<file path="src/hdl/ecc_pkg.sv">
// Shared types, constants and calendar tables for the epoch/calendar converter.
package ecc_pkg;

   localparam int unsigned LATENCY     = 8;
   localparam int unsigned UNPACK_LAT  = 7;
   localparam int unsigned PACK_LAT    = 2;

   localparam logic        KIND_PACK   = 1'b0;
   localparam logic        KIND_UNPACK = 1'b1;

   localparam logic [11:0] FIRST_YEAR  = 12'd1970;
   localparam logic [11:0] LAST_YEAR   = 12'd2099;
   localparam logic [31:0] MAX_SECONDS = 32'd4102444799;
   localparam logic [16:0] SECS_PER_DAY = 17'd86400;
   localparam logic [10:0] CYCLE_DAYS  = 11'd1461;
   localparam logic [11:0] SECS_PER_HOUR = 12'd3600;
   localparam logic [5:0]  SECS_PER_MIN = 6'd60;

   // Reciprocals for constant division
   localparam logic [22:0] RECIP_675   = 23'd6362914;   // floor(2^32 / 675)
   localparam logic [16:0] RECIP_1461  = 17'd91868;     // ceil(2^27 / 1461)
   localparam logic [17:0] RECIP_3600  = 18'd149131;    // ceil(2^29 / 3600)
   localparam logic [12:0] RECIP_60    = 13'd4370;      // ceil(2^18 / 60)

   typedef struct packed {
      logic        kind;
      logic [31:0] epoch_seconds;
      logic [11:0] year_in;
      logic [3:0]  month_in;
      logic [4:0]  day_in;
      logic [4:0]  hour_in;
      logic [5:0]  minute_in;
      logic [5:0]  second_in;
   } ecc_req_type;

   typedef struct packed {
      logic [31:0] seconds_out;
      logic [11:0] year_out;
      logic [3:0]  month_out;
      logic [4:0]  day_out;
      logic [4:0]  hour_out;
      logic [5:0]  minute_out;
      logic [5:0]  second_out;
      logic        error;
   } ecc_rsp_type;

   // Days before year within a 4-year cycle
   function automatic logic [10:0] days_before_year(input logic [1:0] idx);
      logic [10:0] d;
      case (idx)
         2'd0:    d = 11'd0;
         2'd1:    d = 11'd365;
         2'd2:    d = 11'd730;
         default: d = 11'd1096;
      endcase
      return d;
   endfunction

   // Days before month (month 1 to 12)
   function automatic logic [8:0] days_before_month(input logic leap,
                                                    input logic [3:0] month);
      logic [8:0] d;
      case (month)
         4'd1:    d = 9'd0;
         4'd2:    d = 9'd31;
         4'd3:    d = leap ? 9'd60  : 9'd59;
         4'd4:    d = leap ? 9'd91  : 9'd90;
         4'd5:    d = leap ? 9'd121 : 9'd120;
         4'd6:    d = leap ? 9'd152 : 9'd151;
         4'd7:    d = leap ? 9'd182 : 9'd181;
         4'd8:    d = leap ? 9'd213 : 9'd212;
         4'd9:    d = leap ? 9'd244 : 9'd243;
         4'd10:   d = leap ? 9'd274 : 9'd273;
         4'd11:   d = leap ? 9'd305 : 9'd304;
         4'd12:   d = leap ? 9'd335 : 9'd334;
         default: d = 9'd0;
      endcase
      return d;
   endfunction

   // Length of month (month 1 to 12)
   function automatic logic [4:0] month_len(input logic leap, input logic [3:0] month);
      logic [4:0] d;
      case (month)
         4'd2:                              d = leap ? 5'd29 : 5'd28;
         4'd4, 4'd6, 4'd9, 4'd11:           d = 5'd30;
         4'd1, 4'd3, 4'd5, 4'd7, 4'd8, 4'd10, 4'd12: d = 5'd31;
         default:                           d = 5'd0;
      endcase
      return d;
   endfunction

endpackage

</file>
<file path="src/hdl/ecc_pack.sv">
// Two-stage pipeline that packs calendar fields into epoch seconds.
module ecc_pack (
   input  logic                clock,
   input  ecc_pkg::ecc_req_type req_data,
   output ecc_pkg::ecc_rsp_type rsp_data
);
   import ecc_pkg::*;

   logic        leap;
   logic [7:0]  year_ofs;
   logic        bad;
   logic [15:0] days_in;
   logic [16:0] tod_in;
   logic [32:0] day_secs;
   logic [31:0] secs;

   logic [15:0] days_ff;
   logic [16:0] tod_ff;
   logic        err_ff;
   ecc_req_type req_ff;
   ecc_rsp_type rsp_ff;
   ecc_rsp_type rsp_in;

   // Check fields and build day count and time of day
   always_comb begin
      leap     = (req_data.year_in[1:0] == 2'd0);
      year_ofs = 8'(req_data.year_in - FIRST_YEAR);
      bad = (req_data.year_in < FIRST_YEAR) || (req_data.year_in > LAST_YEAR) ||
            (req_data.month_in < 4'd1) || (req_data.month_in > 4'd12) ||
            (req_data.hour_in > 5'd23) || (req_data.minute_in > 6'd59) ||
            (req_data.second_in > 6'd59) || (req_data.day_in == 5'd0) ||
            (req_data.day_in > month_len(leap, req_data.month_in));
      days_in = 16'(16'(year_ofs[7:2]) * 16'(CYCLE_DAYS))
              + 16'(days_before_year(year_ofs[1:0]))
              + 16'(days_before_month(leap, req_data.month_in))
              + 16'(req_data.day_in) - 16'd1;
      tod_in = 17'(17'(req_data.hour_in) * 17'(SECS_PER_HOUR))
             + 17'(17'(req_data.minute_in) * 17'(SECS_PER_MIN))
             + 17'(req_data.second_in);
   end

   always_ff @(posedge clock) begin
      days_ff <= days_in;
      tod_ff  <= tod_in;
      err_ff  <= bad;
      req_ff  <= req_data;
   end

   // Scale days to seconds and assemble the result
   always_comb begin
      day_secs = 33'(days_ff) * 33'(SECS_PER_DAY);
      secs     = day_secs[31:0] + 32'(tod_ff);
      rsp_in   = '0;
      if (err_ff) begin
         rsp_in.error = 1'b1;
      end else begin
         rsp_in.seconds_out = secs;
         rsp_in.year_out    = req_ff.year_in;
         rsp_in.month_out   = req_ff.month_in;
         rsp_in.day_out     = req_ff.day_in;
         rsp_in.hour_out    = req_ff.hour_in;
         rsp_in.minute_out  = req_ff.minute_in;
         rsp_in.second_out  = req_ff.second_in;
      end
   end

   always_ff @(posedge clock) begin
      rsp_ff <= rsp_in;
   end

   assign rsp_data = rsp_ff;

endmodule

</file>
<file path="src/hdl/ecc_unpack.sv">
// Seven-stage pipeline that splits epoch seconds into calendar fields.
module ecc_unpack (
   input  logic                clock,
   input  logic [31:0]         epoch_seconds,
   output ecc_pkg::ecc_rsp_type rsp_data
);
   import ecc_pkg::*;

   // Stage 1: estimate day count
   logic [47:0] q_prod;
   logic [31:0] s1_secs_ff;
   logic        s1_err_ff;
   logic [15:0] s1_q_ff;

   assign q_prod = 48'(epoch_seconds[31:7]) * 48'(RECIP_675);

   always_ff @(posedge clock) begin
      s1_secs_ff <= epoch_seconds;
      s1_err_ff  <= (epoch_seconds > MAX_SECONDS);
      s1_q_ff    <= q_prod[47:32];
   end

   // Stage 2: remainder of the estimate
   logic [32:0] q_secs;
   logic [31:0] s2_secs_ff;
   logic        s2_err_ff;
   logic [15:0] s2_q_ff;
   logic [17:0] s2_r_ff;

   assign q_secs = 33'(s1_q_ff) * 33'(SECS_PER_DAY);

   always_ff @(posedge clock) begin
      s2_secs_ff <= s1_secs_ff;
      s2_err_ff  <= s1_err_ff;
      s2_q_ff    <= s1_q_ff;
      s2_r_ff    <= 18'(s1_secs_ff - q_secs[31:0]);
   end

   // Stage 3: correct the estimate by one day
   logic        fix;
   logic [31:0] s3_secs_ff;
   logic        s3_err_ff;
   logic [15:0] s3_days_ff;
   logic [16:0] s3_rem_ff;

   assign fix = (s2_r_ff >= 18'(SECS_PER_DAY));

   always_ff @(posedge clock) begin
      s3_secs_ff <= s2_secs_ff;
      s3_err_ff  <= s2_err_ff;
      s3_days_ff <= fix ? s2_q_ff + 16'd1 : s2_q_ff;
      s3_rem_ff  <= fix ? 17'(s2_r_ff - 18'(SECS_PER_DAY)) : 17'(s2_r_ff);
   end

   // Stage 4: cycle count and hour
   logic [32:0] cyc_prod;
   logic [34:0] hour_prod;
   logic [31:0] s4_secs_ff;
   logic        s4_err_ff;
   logic [15:0] s4_days_ff;
   logic [16:0] s4_rem_ff;
   logic [5:0]  s4_cyc_ff;
   logic [4:0]  s4_hour_ff;

   assign cyc_prod  = 33'(s3_days_ff) * 33'(RECIP_1461);
   assign hour_prod = 35'(s3_rem_ff) * 35'(RECIP_3600);

   always_ff @(posedge clock) begin
      s4_secs_ff <= s3_secs_ff;
      s4_err_ff  <= s3_err_ff;
      s4_days_ff <= s3_days_ff;
      s4_rem_ff  <= s3_rem_ff;
      s4_cyc_ff  <= cyc_prod[32:27];
      s4_hour_ff <= hour_prod[33:29];
   end

   // Stage 5: day within cycle and seconds within hour
   logic [15:0] cyc_days;
   logic [16:0] hour_secs;
   logic [31:0] s5_secs_ff;
   logic        s5_err_ff;
   logic [5:0]  s5_cyc_ff;
   logic [4:0]  s5_hour_ff;
   logic [10:0] s5_dic_ff;
   logic [11:0] s5_remh_ff;

   assign cyc_days  = 16'(s4_cyc_ff) * 16'(CYCLE_DAYS);
   assign hour_secs = 17'(s4_hour_ff) * 17'(SECS_PER_HOUR);

   always_ff @(posedge clock) begin
      s5_secs_ff <= s4_secs_ff;
      s5_err_ff  <= s4_err_ff;
      s5_cyc_ff  <= s4_cyc_ff;
      s5_hour_ff <= s4_hour_ff;
      s5_dic_ff  <= 11'(s4_days_ff - cyc_days);
      s5_remh_ff <= 12'(s4_rem_ff - hour_secs);
   end

   // Stage 6: year within cycle and minute
   logic [1:0]  yidx;
   logic [24:0] min_prod;
   logic [31:0] s6_secs_ff;
   logic        s6_err_ff;
   logic [4:0]  s6_hour_ff;
   logic [11:0] s6_remh_ff;
   logic [11:0] s6_year_ff;
   logic        s6_leap_ff;
   logic [8:0]  s6_doy_ff;
   logic [5:0]  s6_min_ff;

   always_comb begin
      if (s5_dic_ff >= days_before_year(2'd3)) begin
         yidx = 2'd3;
      end else if (s5_dic_ff >= days_before_year(2'd2)) begin
         yidx = 2'd2;
      end else if (s5_dic_ff >= days_before_year(2'd1)) begin
         yidx = 2'd1;
      end else begin
         yidx = 2'd0;
      end
   end

   assign min_prod = 25'(s5_remh_ff) * 25'(RECIP_60);

   always_ff @(posedge clock) begin
      s6_secs_ff <= s5_secs_ff;
      s6_err_ff  <= s5_err_ff;
      s6_hour_ff <= s5_hour_ff;
      s6_remh_ff <= s5_remh_ff;
      s6_year_ff <= FIRST_YEAR + {4'd0, s5_cyc_ff, 2'd0} + 12'(yidx);
      s6_leap_ff <= (yidx == 2'd2);
      s6_doy_ff  <= 9'(s5_dic_ff - days_before_year(yidx));
      s6_min_ff  <= min_prod[23:18];
   end

   // Stage 7: month search, day and second
   logic [3:0]  month;
   logic [8:0]  day_ofs;
   logic [11:0] min_secs;
   ecc_rsp_type rsp_in;
   ecc_rsp_type rsp_ff;

   always_comb begin
      month = 4'd1;
      for (int m = 2; m <= 12; m++) begin
         if (s6_doy_ff >= days_before_month(s6_leap_ff, 4'(m))) begin
            month = 4'(m);
         end
      end
      day_ofs  = s6_doy_ff - days_before_month(s6_leap_ff, month);
      min_secs = 12'(s6_min_ff) * 12'(SECS_PER_MIN);
      rsp_in   = '0;
      if (s6_err_ff) begin
         rsp_in.error = 1'b1;
      end else begin
         rsp_in.seconds_out = s6_secs_ff;
         rsp_in.year_out    = s6_year_ff;
         rsp_in.month_out   = month;
         rsp_in.day_out     = 5'(day_ofs + 9'd1);
         rsp_in.hour_out    = s6_hour_ff;
         rsp_in.minute_out  = s6_min_ff;
         rsp_in.second_out  = 6'(s6_remh_ff - min_secs);
      end
   end

   always_ff @(posedge clock) begin
      rsp_ff <= rsp_in;
   end

   assign rsp_data = rsp_ff;

endmodule

</file>
<file path="src/hdl/epoch_seconds_calendar_convert.sv">
// Top level of the epoch seconds / calendar field converter.
//
// Usage: drive req_data and raise start for one cycle per request. busy is
// always low, so a request is taken at every rising edge where start is high.
// req_data.kind selects packing calendar fields into seconds (0) or
// splitting seconds into calendar fields (1).
// Each request yields one result on rsp_data, marked by rsp_strobe for a
// single cycle.
// Throughput is one request per cycle; the depth is set by the seconds
// split path (day divide, remainder, correction, cycle/hour, subtract,
// year/minute, month search) plus the output register.
// Invalid or out-of-range fields give a result with error set and every
// other field zero.
// Reset clears the valid bits of the pipeline; requests in flight are
// dropped. The receiver cannot hold results off and needs none.
module epoch_seconds_calendar_convert (
   input  logic                 clock,
   input  logic                 reset,
   input  logic                 start,
   output logic                 busy,
   input  ecc_pkg::ecc_req_type req_data,
   output logic                 rsp_strobe,
   output ecc_pkg::ecc_rsp_type rsp_data
);
   import ecc_pkg::*;

   localparam int unsigned PAD = UNPACK_LAT - PACK_LAT;

   ecc_rsp_type              pack_rsp;
   ecc_rsp_type              unpack_rsp;
   ecc_rsp_type              pad_ff [PAD];
   logic [UNPACK_LAT-1:0]    kind_ff;
   logic [LATENCY-1:0]       valid_ff;
   logic [LATENCY-1:0]       valid_in;
   ecc_rsp_type              rsp_ff;
   ecc_rsp_type              rsp_in;

   assign busy = 1'b0;

   ecc_pack u_pack (
      .clock    (clock),
      .req_data (req_data),
      .rsp_data (pack_rsp)
   );

   ecc_unpack u_unpack (
      .clock         (clock),
      .epoch_seconds (req_data.epoch_seconds),
      .rsp_data      (unpack_rsp)
   );

   // Advance valid bits with the data
   assign valid_in = {valid_ff[LATENCY-2:0], start};

   always_ff @(posedge clock) begin
      if (reset) begin
         valid_ff <= '0;
      end else begin
         valid_ff <= valid_in;
      end
   end

   // Align the pack result and the kind with the split path
   always_ff @(posedge clock) begin
      pad_ff[0] <= pack_rsp;
      for (int i = 1; i < PAD; i++) begin
         pad_ff[i] <= pad_ff[i-1];
      end
      kind_ff <= {kind_ff[UNPACK_LAT-2:0], req_data.kind};
   end

   // Select the result by kind
   assign rsp_in = (kind_ff[UNPACK_LAT-1] == KIND_UNPACK) ? unpack_rsp : pad_ff[PAD-1];

   always_ff @(posedge clock) begin
      rsp_ff <= rsp_in;
   end

   assign rsp_strobe = valid_ff[LATENCY-1];
   assign rsp_data   = rsp_ff;

endmodule

</file>
<file path="config.mk">
export PLATFORM = sky130hd
export DESIGN_NAME = epoch_seconds_calendar_convert
export DESIGN_NICKNAME = d
export VERILOG_FILES = /design/src/hdl/ecc_pkg.sv /design/src/hdl/ecc_pack.sv /design/src/hdl/ecc_unpack.sv /design/src/hdl/epoch_seconds_calendar_convert.sv
export SDC_FILE = /design/constraint.sdc
export NUM_CORES = 2
export LEC_CHECK = 0
export BUFFER_PORTS_ARGS = -buffer_cell sky130_fd_sc_hd__buf_2
export CORE_MARGIN = 2
export CORE_UTILIZATION = 65
export CTS_BUF_LIST = sky130_fd_sc_hd__clkbuf_8
export CTS_CLUSTER_SIZE = 28
export DETAILED_ROUTE_END_ITERATION = 8
export PLACE_DENSITY = 0.92
export SYNTH_ARGS = -nofsm -noshare
export SYNTH_HDL_FRONTEND = slang
export SYNTH_SLANG_ARGS = --single-unit
</file>
<file path="constraint.sdc">
create_clock -name clock -period 9.3 [get_ports clock]
set_input_delay 1.86 -clock clock [delete_from_list [all_inputs] [get_ports clock]]
set_output_delay 1.86 -clock clock [all_outputs]
set_load 0.005 [all_outputs]
</file>
==> results by group <==
Floorplanning
  • Core area: 78700 um2
  • Chip Height: 286 um
  • Die span in x: 286 um
  • Initial Util: 65.5%
  • Die area: 81700 um2
  • IO Pins: 147
  • Placement Rows: 103

Yosys
  • Complex-gate fraction of the synthesized area: 5.67%
  • Leading area contributor after synthesis: dfxtp_1
  • Top FF cell, synth: dfxtp_1
  • Top post-synthesis cells by area: dfxtp_1, ha_1, fa_1
  • Yosys reg bits: 996
  • Adder-cell area share of the yosys netlist: 38.6%
  • YS warnings: 0
  • Simple logic cell fraction of the synthesized area: 5.61%
  • Avg Cell Area, Syn: 11.5 um2
  • Most frequent cell after synthesis: dfxtp_1
  • Number of synthesized flops with an enable pin: 0
  • Syn Inst Count: 4469
  • Largest family of logic cells by synthesized area: adder cells
  • Cell Area, Synth: 51600 um2
  • Post-synthesis mux area share: 1.64%
  • Net Count, Synth: 5880
  • Seq/Total Area, Yosys: 38.6%
  • Synth top area share: 38.6%
  • Synth Area in XOR/XNOR: 3.58%
  • Asr flop ratio synth: 0%
  • Synth top cells by count: dfxtp_1, ha_1, inv_1
  • Synth cell types: 80

Cells and area
  • Layout cells sized above 1: 9.60%
  • NumNets Final: 6133
  • Synthesis-to-layout area growth: 9.84%

Critical path
  • Most used cell, CP: fa_1
  • CP Max Fanout: 6
  • Max incr delay on CP: 630 ps
  • CP Data Required Time: 10080 ps
  • Data arrival, critical path: 8180 ps
  • Critical Path Sink Type: flop
  • Cells along the critical path: inv_1 -> fa_1 -> inv_1 -> fa_1 -> inv_1 -> fa_1 -> fa_1 -> fa_1 -> inv_1 -> fa_1 -> ha_1 -> a21oi_1 -> nor2_1 -> a211o_1 -> a21oi_1 -> nor2b_1 -> a21oi_1 -> o41a_1 -> or4_1 -> nand3_1
  • Crit-path slowest cell: fa_1
  • CP startpoint kind: flop
  • Cell family with most CP delay: adder cells
  • Buf+Inv Stages, Crit Path: 4
  • Critical path class: reg -> reg

CTS
  • Clk buf depth: 3
  • Cts repair resizes: 0
  • Setup Buffers After CTS: 0
  • Sink Count: 996
  • Root Buffer: clkbuf_8
  • Cts bufs inserted: 145
  • CTS Hold Bufs: 0
  • Worst-path clk slew: 80 ps
  • H-tree Lvls: 4
  • Worst-Skew Late Latency: 850 ps
  • CTS tree: yes

Route
  • Drt wl/cell: 20.9 um
  • DR iter-0 viols: 2434
  • # DRC: 0
  • WL final: 123000 um
  • Via density: 5.67
  • 1st-pass router iterations: 7
  • Detail Route Antenna Nets: 0
  • Vias post-DR: 33400

Global route
  • Initial antenna violation count: 9
  • Total track usage: 30.1%
  • Global-route wire length before repair: 191000 um
  • Largest net degree at the start of global routing: 71
  • Vias in the first global route: 36600
  • Gr ovfl total: 0

Timing
  • Fin crit period: 7410 ps
  • Crit share post-route: 79.6%
  • Clock skew: 43.9 ps
  • Pins Over Slew Limit: 0
  • RSZ-0062 raised after global routing: no
  • Setup TNS: 0 ps
  • Slew HR: 29.2%
  • Final setup violation count: 0
  • Fmax: 135 MHz
  • Final Hold Viols: 0
  • Slew @ Worst Pin: 1050 ps

Placement
  • Dpl hpwl: 84500 um
  • Final GP Congestion: 0.926
  • Port Buffers: 145

Hold path
  • HP Class: reg -> reg

Job
  • Max cap viols: 0

Status
  • Outcome: finished, final reports clean
## cells in the final DEF, fill, tap and decap left out, types with 107 or more instances in the layout
cell,netlist,final
clkbuf_8,0,171
ha_1,913,913
dfxtp_1,996,993
nor2b_1,128,128
fa_1,424,424
inv_1,814,856
buf_2,1,145
nor2_1,107,107
a21oi_1,143,143
xnor2_1,143,143
## worst register-to-register path, delay by kind of cell, from the launching register on
kind            cells  cell delay [ps]
buf+inv             4              540
compound gates      5             1820
simple gates        4              900
fa+ha+maj           7             3540
flops               1              560
## cell families after synthesis
| family | after synthesis |
|---|---|
| simple gates | 544 |
| mux | 76 |
| buf+inv | 856 |
| compound gates | 448 |
| xor+xnor | 211 |
| other cells | 1 |
| fa+ha+maj | 1337 |
| flops | 996 |
## per-stage QoR
| stage | instance area, um2 | util, % | worst slack [ps] | instances | hold WS (ps) |
|---|---|---|---|---|---|
| after floorplan | 51600 | - | 2130 | 4469 | 310 |
| after global placement | 53500 | 67.9 | 1610 | 5625 | 310 |
| after detailed placement | 53500 | 67.9 | 1490 | 5625 | 312 |
| after CTS | 56700 | 72.0 | 2370 | 5883 | 286 |
| after global routing | 56700 | 72.0 | 1880 | 5890 | 288 |
| final | 56700 | 72.0 | 1890 | 5890 | 293 |
## routing by layer
metal  global-route usage, %  up-vias  share of wire [%]
met1                    34.7    16300                 38
li1                        -    15100                  -
met2                    53.0     1515                 50
met3                    5.69      550                6.6
met4                    16.3        2                5.8
met5                       0        -              0.013
## flip-flops by register name, summed over array words and instances, names as in the netlist, 10 cells and up
register / count
pad_ff: 345
rsp_data: 69
u_pack.days_ff: 16
u_pack.req_ff: 36
u_pack.rsp_data: 69
u_pack.tod_ff: 17
u_unpack.rsp_data: 69
u_unpack.s1_q_ff: 16
u_unpack.s1_secs_ff: 32
u_unpack.s2_q_ff: 16
u_unpack.s2_r_ff: 11
u_unpack.s2_secs_ff: 32
u_unpack.s3_days_ff: 16
u_unpack.s3_rem_ff: 10
u_unpack.s3_secs_ff: 32
u_unpack.s4_days_ff: 11
u_unpack.s4_secs_ff: 32
u_unpack.s5_dic_ff: 11
u_unpack.s5_secs_ff: 32
u_unpack.s6_secs_ff: 32
u_unpack.s6_year_ff: 12
## final timing paths
check	end	cells after the start	startpoint	slack [ps]
min	pad_ff[0][173]	0	pad_ff[0][102]	290
max	u_unpack.s4_cyc_ff[5]	20	u_unpack.s3_days_ff[10]	1890
min reg2reg	pad_ff[0][173]	0	pad_ff[0][102]	290
max reg2reg	u_unpack.s4_cyc_ff[5]	20	u_unpack.s3_days_ff[10]	1890
## area by class of cell
cell class | count | area [um2]
Multi-Input combinational cell | 2617 | 28400
Clock buffer | 171 | 2350
Antenna cell | 7 | 17.5
Sequential cell | 996 | 19900
Timing Repair Buffer | 148 | 748
Inverter | 814 | 3060
Clock inverter | 87 | 808
Tap cell | 1050 | 1310
Fill cell | 4644 | 22100
Power is left out: the tool's default activity adds up to more than one toggle a clock period on the data nets, which glitch-free logic cannot reach.
